**config.mk**
```make
export PLATFORM = sky130hd
export DESIGN_NAME = serial_frame_gpio_command_bridge
export DESIGN_NICKNAME = d
export VERILOG_FILES = /design/src/hw/rtl/sfgb_pkg.sv /design/src/hw/rtl/sfgb_front.sv /design/src/hw/rtl/sfgb_queue.sv /design/src/hw/rtl/sfgb_back.sv /design/src/hw/rtl/serial_frame_gpio_command_bridge.sv
export VERILOG_INCLUDE_DIRS = /design/src /design/src/hw/rtl
export SDC_FILE = /design/constraint.sdc
export NUM_CORES = 1
export LEC_CHECK = 0
export BUFFER_PORTS_ARGS = -buffer_cell sky130_fd_sc_hd__buf_2
export CORE_MARGIN = 3
export CORE_UTILIZATION = 57
export DETAILED_ROUTE_END_ITERATION = 7
export GPL_ROUTABILITY_DRIVEN = 0
export PLACE_DENSITY = 0.77
export SKIP_LAST_GASP = 1
export SLEW_MARGIN = 20
export SYNTH_ARGS = -nofsm -noshare
export SYNTH_HDL_FRONTEND = slang
export SYNTH_SLANG_ARGS = --single-unit
```
**constraint.sdc**
```tcl
create_clock -name clk -period 5.5 [get_ports clk]
set_input_delay 0.825 -clock clk [delete_from_list [all_inputs] [get_ports clk]]
set_output_delay 0.825 -clock clk [all_outputs]
set_load 0.005 [all_outputs]
```
**src/hw/rtl/assert_macros.svh**
```systemverilog
// Assertion helpers shared by the RTL.
// ASSERT_IMPL: same-cycle implication, ASSERT_NEXT: next-cycle implication.
`ifndef ASSERT_MACROS_SVH
`define ASSERT_MACROS_SVH

`define ASSERT_IMPL(lbl, clk, rst_n, ante, cons) \
    lbl: assert property (@(posedge clk) disable iff (!rst_n) (ante) |-> (cons)) \
        else $error("assertion failed");

`define ASSERT_NEXT(lbl, clk, rst_n, ante, cons) \
    lbl: assert property (@(posedge clk) disable iff (!rst_n) (ante) |=> (cons)) \
        else $error("assertion failed");

`endif

```
**src/hw/rtl/sfgb_pkg.sv**
```systemverilog
// ----------------------------------------------------------------------------
// sfgb_pkg
// Shared constants and types of the serial frame GPIO command bridge.
// ----------------------------------------------------------------------------
package sfgb_pkg;

    localparam int RING_DEPTH_DEF = 8;
    localparam int QUEUE_DEPTH    = 4;

    localparam logic [7:0] CH_STX     = 8'h02;
    localparam logic [7:0] CH_ETX     = 8'h03;
    localparam logic [7:0] CH_ACK     = 8'h06;
    localparam logic [7:0] CMD_START  = 8'd1;
    localparam logic [7:0] CMD_STOP   = 8'd4;
    localparam logic [7:0] CMD_OUT    = 8'd65;
    localparam logic [7:0] CMD_AUX    = 8'd88;
    localparam logic [7:0] CMD_READ   = 8'd82;
    localparam logic [7:0] CMD_STATUS = 8'd83;
    localparam logic [7:0] SEL_MAIN   = 8'd81;
    localparam logic [7:0] SEL_AUX    = 8'd65;
    localparam logic [2:0] AUX_INVERT = 3'b111;

    // One classified request, as handed from front to back
    typedef struct packed {
        logic       send;
        logic [7:0] cmd;
        logic [7:0] data;
        logic [5:0] main_level;
        logic [2:0] aux_level;
        logic       running;
    } sfgb_item_t;

endpackage

```
**src/hw/rtl/sfgb_front.sv**
```systemverilog
// ----------------------------------------------------------------------------
// sfgb_front
// Receive ring, frame detection, command execution and request classification.
// ----------------------------------------------------------------------------
module sfgb_front #(
    parameter int RING_DEPTH = sfgb_pkg::RING_DEPTH_DEF
) (
    input  logic                clk,
    input  logic                rst_n,
    input  logic                in_valid,
    input  logic                q_full,
    input  logic [7:0]          rx_byte,
    input  logic [5:0]          main_pins_in,
    input  logic [2:0]          aux_pins_in,
    output logic                push,
    output sfgb_pkg::sfgb_item_t push_item
);
    import sfgb_pkg::*;

    localparam int PW = $clog2(RING_DEPTH);
    localparam logic [PW-1:0] IDX1 = PW'(RING_DEPTH - 1);
    localparam logic [PW-1:0] IDX2 = PW'(RING_DEPTH - 2);
    localparam logic [PW-1:0] IDX3 = PW'(RING_DEPTH - 3);

    logic [7:0]    ring_reg [RING_DEPTH];
    logic [PW-1:0] pos_reg, pos_next;
    // win<k> holds the ring entry k places behind the write position
    logic [7:0]    win1_reg, win1_next;
    logic [7:0]    win2_reg, win2_next;
    logic [7:0]    win3_reg, win3_next;
    logic [5:0]    main_level_reg, main_level_next;
    logic [2:0]    aux_level_reg, aux_level_next;
    logic          running_reg, running_next;
    logic          frame;
    logic          send;
    logic [7:0]    data;

    assign push  = in_valid && !q_full;
    assign frame = (rx_byte == CH_ETX) && (win3_reg == CH_STX);

    always_comb
    begin
        pos_next        = pos_reg;
        win1_next       = win1_reg;
        win2_next       = win2_reg;
        win3_next       = win3_reg;
        main_level_next = main_level_reg;
        aux_level_next  = aux_level_reg;
        running_next    = running_reg;
        send            = 1'b0;
        data            = CH_ACK;
        if (push)
        begin
            if (frame)
            begin
                pos_next  = '0;
                // window for position 0, bypassing this cycle's write
                win1_next = (pos_reg == IDX1) ? rx_byte : ring_reg[IDX1];
                win2_next = (pos_reg == IDX2) ? rx_byte : ring_reg[IDX2];
                win3_next = (pos_reg == IDX3) ? rx_byte : ring_reg[IDX3];
                case (win2_reg)
                    CMD_START:
                    begin
                        running_next = 1'b1;
                    end
                    CMD_STOP:
                    begin
                        running_next = 1'b0;
                    end
                    CMD_OUT:
                    begin
                        main_level_next = ~win1_reg[5:0];
                        send            = 1'b1;
                    end
                    CMD_AUX:
                    begin
                        aux_level_next = win1_reg[2:0];
                        send           = 1'b1;
                    end
                    CMD_READ:
                    begin
                        if (win1_reg == SEL_MAIN)
                        begin
                            send = 1'b1;
                            data = {2'b00, main_pins_in};
                        end
                        else if (win1_reg == SEL_AUX)
                        begin
                            send = 1'b1;
                            data = {5'b00000, aux_pins_in ^ AUX_INVERT};
                        end
                    end
                    CMD_STATUS:
                    begin
                        send = 1'b1;
                    end
                    default:
                    begin
                        send = 1'b0;
                    end
                endcase
            end
            else
            begin
                pos_next  = (pos_reg == IDX1) ? '0 : pos_reg + 1'b1;
                win1_next = rx_byte;
                win2_next = win1_reg;
                win3_next = win2_reg;
            end
        end
    end

    always_comb
    begin
        push_item.send       = send;
        push_item.cmd        = win2_reg;
        push_item.data       = data;
        push_item.main_level = main_level_next;
        push_item.aux_level  = aux_level_next;
        push_item.running    = running_next;
    end

    always_ff @(posedge clk or negedge rst_n)
    begin
        if (!rst_n)
        begin
            for (int i = 0; i < RING_DEPTH; i++)
            begin
                ring_reg[i] <= '0;
            end
            pos_reg        <= '0;
            win1_reg       <= '0;
            win2_reg       <= '0;
            win3_reg       <= '0;
            main_level_reg <= 6'h3f;
            aux_level_reg  <= '0;
            running_reg    <= 1'b0;
        end
        else
        begin
            if (push)
            begin
                ring_reg[pos_reg] <= rx_byte;
            end
            pos_reg        <= pos_next;
            win1_reg       <= win1_next;
            win2_reg       <= win2_next;
            win3_reg       <= win3_next;
            main_level_reg <= main_level_next;
            aux_level_reg  <= aux_level_next;
            running_reg    <= running_next;
        end
    end

endmodule

```
**src/hw/rtl/sfgb_queue.sv**
```systemverilog
// ----------------------------------------------------------------------------
// sfgb_queue
// Short FIFO of classified requests between front and back.
// ----------------------------------------------------------------------------
module sfgb_queue (
    input  logic                clk,
    input  logic                rst_n,
    input  logic                push,
    input  sfgb_pkg::sfgb_item_t push_item,
    input  logic                pop,
    output logic                full,
    output logic                q_valid,
    output sfgb_pkg::sfgb_item_t q_item
);
    import sfgb_pkg::*;

    localparam int QPW = $clog2(QUEUE_DEPTH);

    sfgb_item_t     entries_reg [QUEUE_DEPTH];
    logic [QPW-1:0] wr_ptr_reg, wr_ptr_next;
    logic [QPW-1:0] rd_ptr_reg, rd_ptr_next;
    logic [QPW:0]   count_reg, count_next;

    assign full    = (count_reg == (QPW+1)'(QUEUE_DEPTH));
    assign q_valid = (count_reg != '0);
    assign q_item  = entries_reg[rd_ptr_reg];

    always_comb
    begin
        wr_ptr_next = push ? wr_ptr_reg + 1'b1 : wr_ptr_reg;
        rd_ptr_next = pop ? rd_ptr_reg + 1'b1 : rd_ptr_reg;
        count_next  = count_reg + (QPW+1)'(push) - (QPW+1)'(pop);
    end

    always_ff @(posedge clk)
    begin
        if (push)
        begin
            entries_reg[wr_ptr_reg] <= push_item;
        end
    end

    always_ff @(posedge clk or negedge rst_n)
    begin
        if (!rst_n)
        begin
            wr_ptr_reg <= '0;
            rd_ptr_reg <= '0;
            count_reg  <= '0;
        end
        else
        begin
            wr_ptr_reg <= wr_ptr_next;
            rd_ptr_reg <= rd_ptr_next;
            count_reg  <= count_next;
        end
    end

endmodule

```
**src/hw/rtl/sfgb_back.sv**
```systemverilog
// ----------------------------------------------------------------------------
// sfgb_back
// Expands queued requests into response bytes through an output register.
// ----------------------------------------------------------------------------
module sfgb_back (
    input  logic                clk,
    input  logic                rst_n,
    input  logic                q_valid,
    input  sfgb_pkg::sfgb_item_t q_item,
    output logic                pop,
    input  logic                out_stall,
    output logic                out_valid,
    output logic [7:0]          tx_byte,
    output logic                tx_valid,
    output logic                last,
    output logic [5:0]          main_out_level,
    output logic [2:0]          aux_out_level,
    output logic                running
);
    import sfgb_pkg::*;
    `include "assert_macros.svh"

    localparam logic [1:0] BEAT_STX  = 2'd0;
    localparam logic [1:0] BEAT_CMD  = 2'd1;
    localparam logic [1:0] BEAT_DATA = 2'd2;
    localparam logic [1:0] BEAT_ETX  = 2'd3;

    logic       advance;
    logic [1:0] beat_reg, beat_next;
    logic       out_valid_reg, out_valid_next;
    logic [7:0] tx_byte_reg, tx_byte_next;
    logic       tx_valid_reg, tx_valid_next;
    logic       last_reg, last_next;
    logic [5:0] main_reg, main_next;
    logic [2:0] aux_reg, aux_next;
    logic       running_reg, running_next;

    // output slot is free or being emptied this cycle
    assign advance = !out_valid_reg || !out_stall;
    assign pop     = advance && q_valid && (!q_item.send || beat_reg == BEAT_ETX);

    always_comb
    begin
        beat_next      = beat_reg;
        out_valid_next = out_valid_reg;
        tx_byte_next   = tx_byte_reg;
        tx_valid_next  = tx_valid_reg;
        last_next      = last_reg;
        main_next      = main_reg;
        aux_next       = aux_reg;
        running_next   = running_reg;
        if (advance)
        begin
            out_valid_next = q_valid;
            if (q_valid)
            begin
                main_next    = q_item.main_level;
                aux_next     = q_item.aux_level;
                running_next = q_item.running;
                if (q_item.send)
                begin
                    tx_valid_next = 1'b1;
                    last_next     = (beat_reg == BEAT_ETX);
                    beat_next     = beat_reg + 1'b1;
                    case (beat_reg)
                        BEAT_STX:  tx_byte_next = CH_STX;
                        BEAT_CMD:  tx_byte_next = q_item.cmd;
                        BEAT_DATA: tx_byte_next = q_item.data;
                        BEAT_ETX:  tx_byte_next = CH_ETX;
                        default:   tx_byte_next = CH_STX;
                    endcase
                end
                else
                begin
                    // status-only result
                    tx_byte_next  = '0;
                    tx_valid_next = 1'b0;
                    last_next     = 1'b1;
                    beat_next     = BEAT_STX;
                end
            end
        end
    end

    always_ff @(posedge clk or negedge rst_n)
    begin
        if (!rst_n)
        begin
            beat_reg      <= BEAT_STX;
            out_valid_reg <= 1'b0;
            tx_byte_reg   <= '0;
            tx_valid_reg  <= 1'b0;
            last_reg      <= 1'b0;
            main_reg      <= 6'h3f;
            aux_reg       <= '0;
            running_reg   <= 1'b0;
        end
        else
        begin
            beat_reg      <= beat_next;
            out_valid_reg <= out_valid_next;
            tx_byte_reg   <= tx_byte_next;
            tx_valid_reg  <= tx_valid_next;
            last_reg      <= last_next;
            main_reg      <= main_next;
            aux_reg       <= aux_next;
            running_reg   <= running_next;
        end
    end

    assign out_valid      = out_valid_reg;
    assign tx_byte        = tx_byte_reg;
    assign tx_valid       = tx_valid_reg;
    assign last           = last_reg;
    assign main_out_level = main_reg;
    assign aux_out_level  = aux_reg;
    assign running        = running_reg;

    // a frame in progress keeps its request at the queue head
    `ASSERT_IMPL(a_beat_has_item, clk, rst_n, beat_reg != BEAT_STX, q_valid)
    // only frame bytes can be non-final
    `ASSERT_IMPL(a_nonlast_is_tx, clk, rst_n, out_valid_reg && !last_reg, tx_valid_reg)
    // closing beat of a frame is flagged last
    `ASSERT_NEXT(a_etx_last, clk, rst_n,
                 advance && q_valid && q_item.send && beat_reg == BEAT_ETX,
                 out_valid_reg && last_reg && tx_byte_reg == CH_ETX)

endmodule

```
**src/hw/rtl/serial_frame_gpio_command_bridge.sv**
```systemverilog
// ----------------------------------------------------------------------------
// serial_frame_gpio_command_bridge
// Framed serial byte commands to GPIO levels, with response frames.
// ----------------------------------------------------------------------------
// Input channel: in_valid/in_stall carry one received byte plus sampled main
// and aux pin levels. Output channel: out_valid/out_stall carry one result:
// a response byte (tx_valid high) or a status-only result, with the current
// output levels and running flag.
// A request that completes a frame with 'A', 'X', 'S' or a valid 'R' yields
// four results (STX, command, ACK/data, ETX), last on the fourth; any other
// request yields one status-only result with last set.
// The first result of a request passes through the queue and the output register.
// The output register presents one result per cycle while out_stall is low;
// a frame request keeps its queue entry until its fourth result is loaded.
// The front accepts a request every cycle while the 4-entry request queue
// has room; in_stall rises only when that queue is full.
// With out_valid and out_stall high, the output holds and the queue fills.
// Reset clears the receive ring and position, sets the main levels to all
// ones, aux levels and running to zero, and empties queue and output.
// ----------------------------------------------------------------------------
module serial_frame_gpio_command_bridge #(
    parameter int RING_DEPTH = sfgb_pkg::RING_DEPTH_DEF
) (
    input  logic       clk,
    input  logic       rst_n,
    input  logic       in_valid,
    output logic       in_stall,
    input  logic [7:0] rx_byte,
    input  logic [5:0] main_pins_in,
    input  logic [2:0] aux_pins_in,
    output logic       out_valid,
    input  logic       out_stall,
    output logic [7:0] tx_byte,
    output logic       tx_valid,
    output logic       last,
    output logic [5:0] main_out_level,
    output logic [2:0] aux_out_level,
    output logic       running
);
    import sfgb_pkg::*;

    logic       push;
    logic       pop;
    logic       q_full;
    logic       q_valid;
    sfgb_item_t push_item;
    sfgb_item_t q_item;

    assign in_stall = q_full;

    sfgb_front #(
        .RING_DEPTH (RING_DEPTH)
    ) u_front (
        .clk          (clk),
        .rst_n        (rst_n),
        .in_valid     (in_valid),
        .q_full       (q_full),
        .rx_byte      (rx_byte),
        .main_pins_in (main_pins_in),
        .aux_pins_in  (aux_pins_in),
        .push         (push),
        .push_item    (push_item)
    );

    sfgb_queue u_queue (
        .clk       (clk),
        .rst_n     (rst_n),
        .push      (push),
        .push_item (push_item),
        .pop       (pop),
        .full      (q_full),
        .q_valid   (q_valid),
        .q_item    (q_item)
    );

    sfgb_back u_back (
        .clk            (clk),
        .rst_n          (rst_n),
        .q_valid        (q_valid),
        .q_item         (q_item),
        .pop            (pop),
        .out_stall      (out_stall),
        .out_valid      (out_valid),
        .tx_byte        (tx_byte),
        .tx_valid       (tx_valid),
        .last           (last),
        .main_out_level (main_out_level),
        .aux_out_level  (aux_out_level),
        .running        (running)
    );

endmodule
```
==> key figures <==
Route
  • DRC violation count after routing: 0
  • Final wirelength: 15,680 um
  • Via density per instance: 6.058
  • Routed WL per cell: 20.28 um
  • First-pass DRT Iterations: 5
  • ANT nets after route: 0
  • Vias: 4,683
  • DR iter-0 viols: 337

Synth
  • Syn avg cell area: 14.85 um^2
  • Cells after synthesis: 540
  • YS warnings: 0
  • Seq cells post-synth: 191
  • Synth Cell Area: 8018 um^2
  • Most used DFF post-synth: edfxtp_1
  • Post-synthesis sequential area ratio: 0.6604
  • Post-synthesis net count: 576
  • Async SR Flop Fraction: 0.4764
  • Library cells used by synthesis: 52
  • Number of enable flip-flop cells after synthesis: 100

Layout
  • Nets: 620
  • Number of diodes: 0
  • Final Cell Area: 9024 um^2
  • Final core occ: 0.6681
  • Layout cells sized above 1: 0.2680
  • Max reg flops: 100
  • Final cell count without fillers: 773
  • Most frequent cells in the layout: edfxtp_1 (100), dfrtp_1 (79), nand2_1 (42)
  • Synthesis-to-finish area growth: 12.55%
  • Commonest non-fill, non-tap cell in the layout: edfxtp_1

Pwr
  • Clock power frac: 0.261
  • Highest ir drop seen on vdd: 0.0002684 V
  • Pint: 0.003377 W
  • NetSw: 0.001510 W
  • LEAKAGE: 3.621 nW
  • Gate power share: 0.268
  • Part of the power in registers: 0.471
  • Power Density: 541.5 nW/um^2
  • Sw Ratio: 0.3090

Floorplanning
  • Chip width: 124.6 um
  • I/O pin count: 43
  • Core area: 13,510 um^2
  • Full die area: 15,530 um^2
  • Row count: 42
  • Initial Util: 0.5937
  • Die height: 124.6 um

Clocking
  • CTS resizes: 0
  • H-tree Lvls: 4
  • Clk root buf: clkbuf_16
  • Post-CTS Repair Setup Buffers: 0
  • CTS buffer count: 17
  • CTS tree: built
  • Clk slew on worst S/H paths: 0.06 ns
  • Clk sink count: 191
  • Hold-fix buffers, CTS: 0
  • Latest clock arrival within the worst-skew pair: 0.43 ns
  • Maximum clock path buffer count: 2

Critical path
  • CP Data Arrival Time: 3.32 ns
  • Crit end category: flip-flop
  • Worst Setup Start Kind: flip-flop
  • Critical path required time: 5.63 ns
  • Critical path class: reg2reg
  • Critical Path Fanout Max: 44

Place
  • Post-DP HPWL: 10,310 um
  • DP Area: 8409 um^2
  • Port-buffer cells: 42
  • Post-placement setup slack: 2.127 ns
  • Placed cells: 741

Global routing
  • Tot GR Track Use: 0.2091
  • Total grt overflow: 0
  • First-pass GRT wire length: 25,320 um
  • Largest net degree at the start of global routing: 53
  • Vias in the first global route: 4,680
  • Initial antenna violation count: 0

STA
  • Slew Limit Fails: 0
  • Final Skew: 0.01062 ns
  • Max-slew headroom: 0.4425
  • FMAX: 0.3139 GHz
  • Post-route setup slack: 2.314 ns
  • Setup_tns: 0 ns
  • Final Setup Violations: 0
  • RSZ-0062 raised after global routing: false
  • Endpoints failing hold: 0
  • Fin crit share: 0.5792
  • Worst Tran Pin Value: 0.8342 ns
  • Fin crit period: 3.186 ns

Min path
  • Hold crit path type: in2async

Run
  • Max_cap viols: 0

Status
  • Outcome: complete, no violations
-- Yosys cell counts (all sizes together) (2+ instances only) --
master  count  share of area
a21oi      12         0.0075
a31oi       8         0.0062
a32o        2         0.0025
and3        4         0.0031
buf        16         0.0084
clkbuf      9         0.0042
dfrtp      79           0.25
dfstp      12          0.039
edfxtp    100           0.37
ha         14          0.022
inv        18         0.0084
mux2       38          0.054
mux2i      32          0.040
mux4       17          0.048
nand2      43          0.020
nand2b      3         0.0023
nand3      23          0.014
nand4       6         0.0078
nor2       15         0.0070
nor3        6         0.0037
nor4        7         0.0089
o21ai      22          0.014
o22ai       6         0.0047
o311ai     16          0.017
o31ai       5         0.0047
or3         4         0.0037
or4         2         0.0019
xnor2       4         0.0044
xor2        2         0.0022
-- path summary, 6_finish.rpt --
check | slack, ns | end | from | cells past startpoint
setup / recovery | 2.31 | u_queue.entries_reg[1][13]$_DFFE_PP_ | u_queue.count_reg[1]$_DFF_PN0_ | 5
max in group asynchronous | 4.04 | u_front.ring_reg[23]$_DFFE_PN0P_ | rst_n | 2
hold reg to reg | 0.47 | u_back.last$_DFFE_PN0P_ | u_back.last$_DFFE_PN0P_ | 1
hold / removal | 0.38 | u_back.tx_byte[4]$_DFFE_PN0P_ | rst_n | 1
setup reg to reg | 2.31 | u_queue.entries_reg[1][13]$_DFFE_PP_ | u_queue.count_reg[1]$_DFF_PN0_ | 5
min in group clk | 0.47 | u_back.last$_DFFE_PN0P_ | u_back.last$_DFFE_PN0P_ | 1
-- logic make-up (layout without fill, tap and decap cells) --
logic type               Yosys count  after routing  share of synthesized area
flip-flops                       191            191                     0.6604
adder cells (fa/ha/maj)           15             15                    0.02434
buffers and inverters             44            101                    0.02153
AO/OA/AOI/OAI                     76             76                    0.06274
AND/OR/NAND/NOR                  121            121                    0.08286
XOR/XNOR                           6              6                   0.006554
multiplexers                      87             87                     0.1415
-- stage by stage --
stage	hold WS, ns	power [W]
6_report	0.3821	0.004887
5_1_grt	0.4064	0.005170
4_1_cts	0.3920	0.004920
3_5_place_dp	0.4635	0.003644
3_3_place_gp	0.4552	0.003569
2_1_floorplan	0.4573	0.003187
-- power by group through the flow --
stage	sequential, W	combinational [W]	clock (W)
after floorplan	0.00222	0.000967	0
after global placement	0.00228	0.00129	0
after detailed placement	0.00232	0.00132	0
after CTS	0.00229	0.00134	0.00129
after global routing	0.00234	0.00147	0.00136
final	0.00230	0.00131	0.00128
-- cell type report --
class	count	area, um^2
multi-input combinational	305	2550
tap	176	220.2
timing repair buffer	50	272.8
fill	919	4482
clock inverter	11	163.9
sequential	191	5295
clock buffer	21	450.4
inverter	19	71.32
-- routing by layer --
metal	global-route usage	wire length, um	vias up
met5	0	0	-
met4	0.08253	367	0
met1	0.2863	6865	2345
met2	0.3321	7545	159
li1	-	-	2142
met3	0.04417	901	37
-- worst max-delay path, stage by stage (launching register included) --
cell and delay (ns):
dfrtp_1 0.45, or3b_1 0.36, nand2_2 0.41, inv_2 0.70, nand2_1 0.37, nor4_1 0.59
No activity file was read; power rests on OpenSTA's default activity.
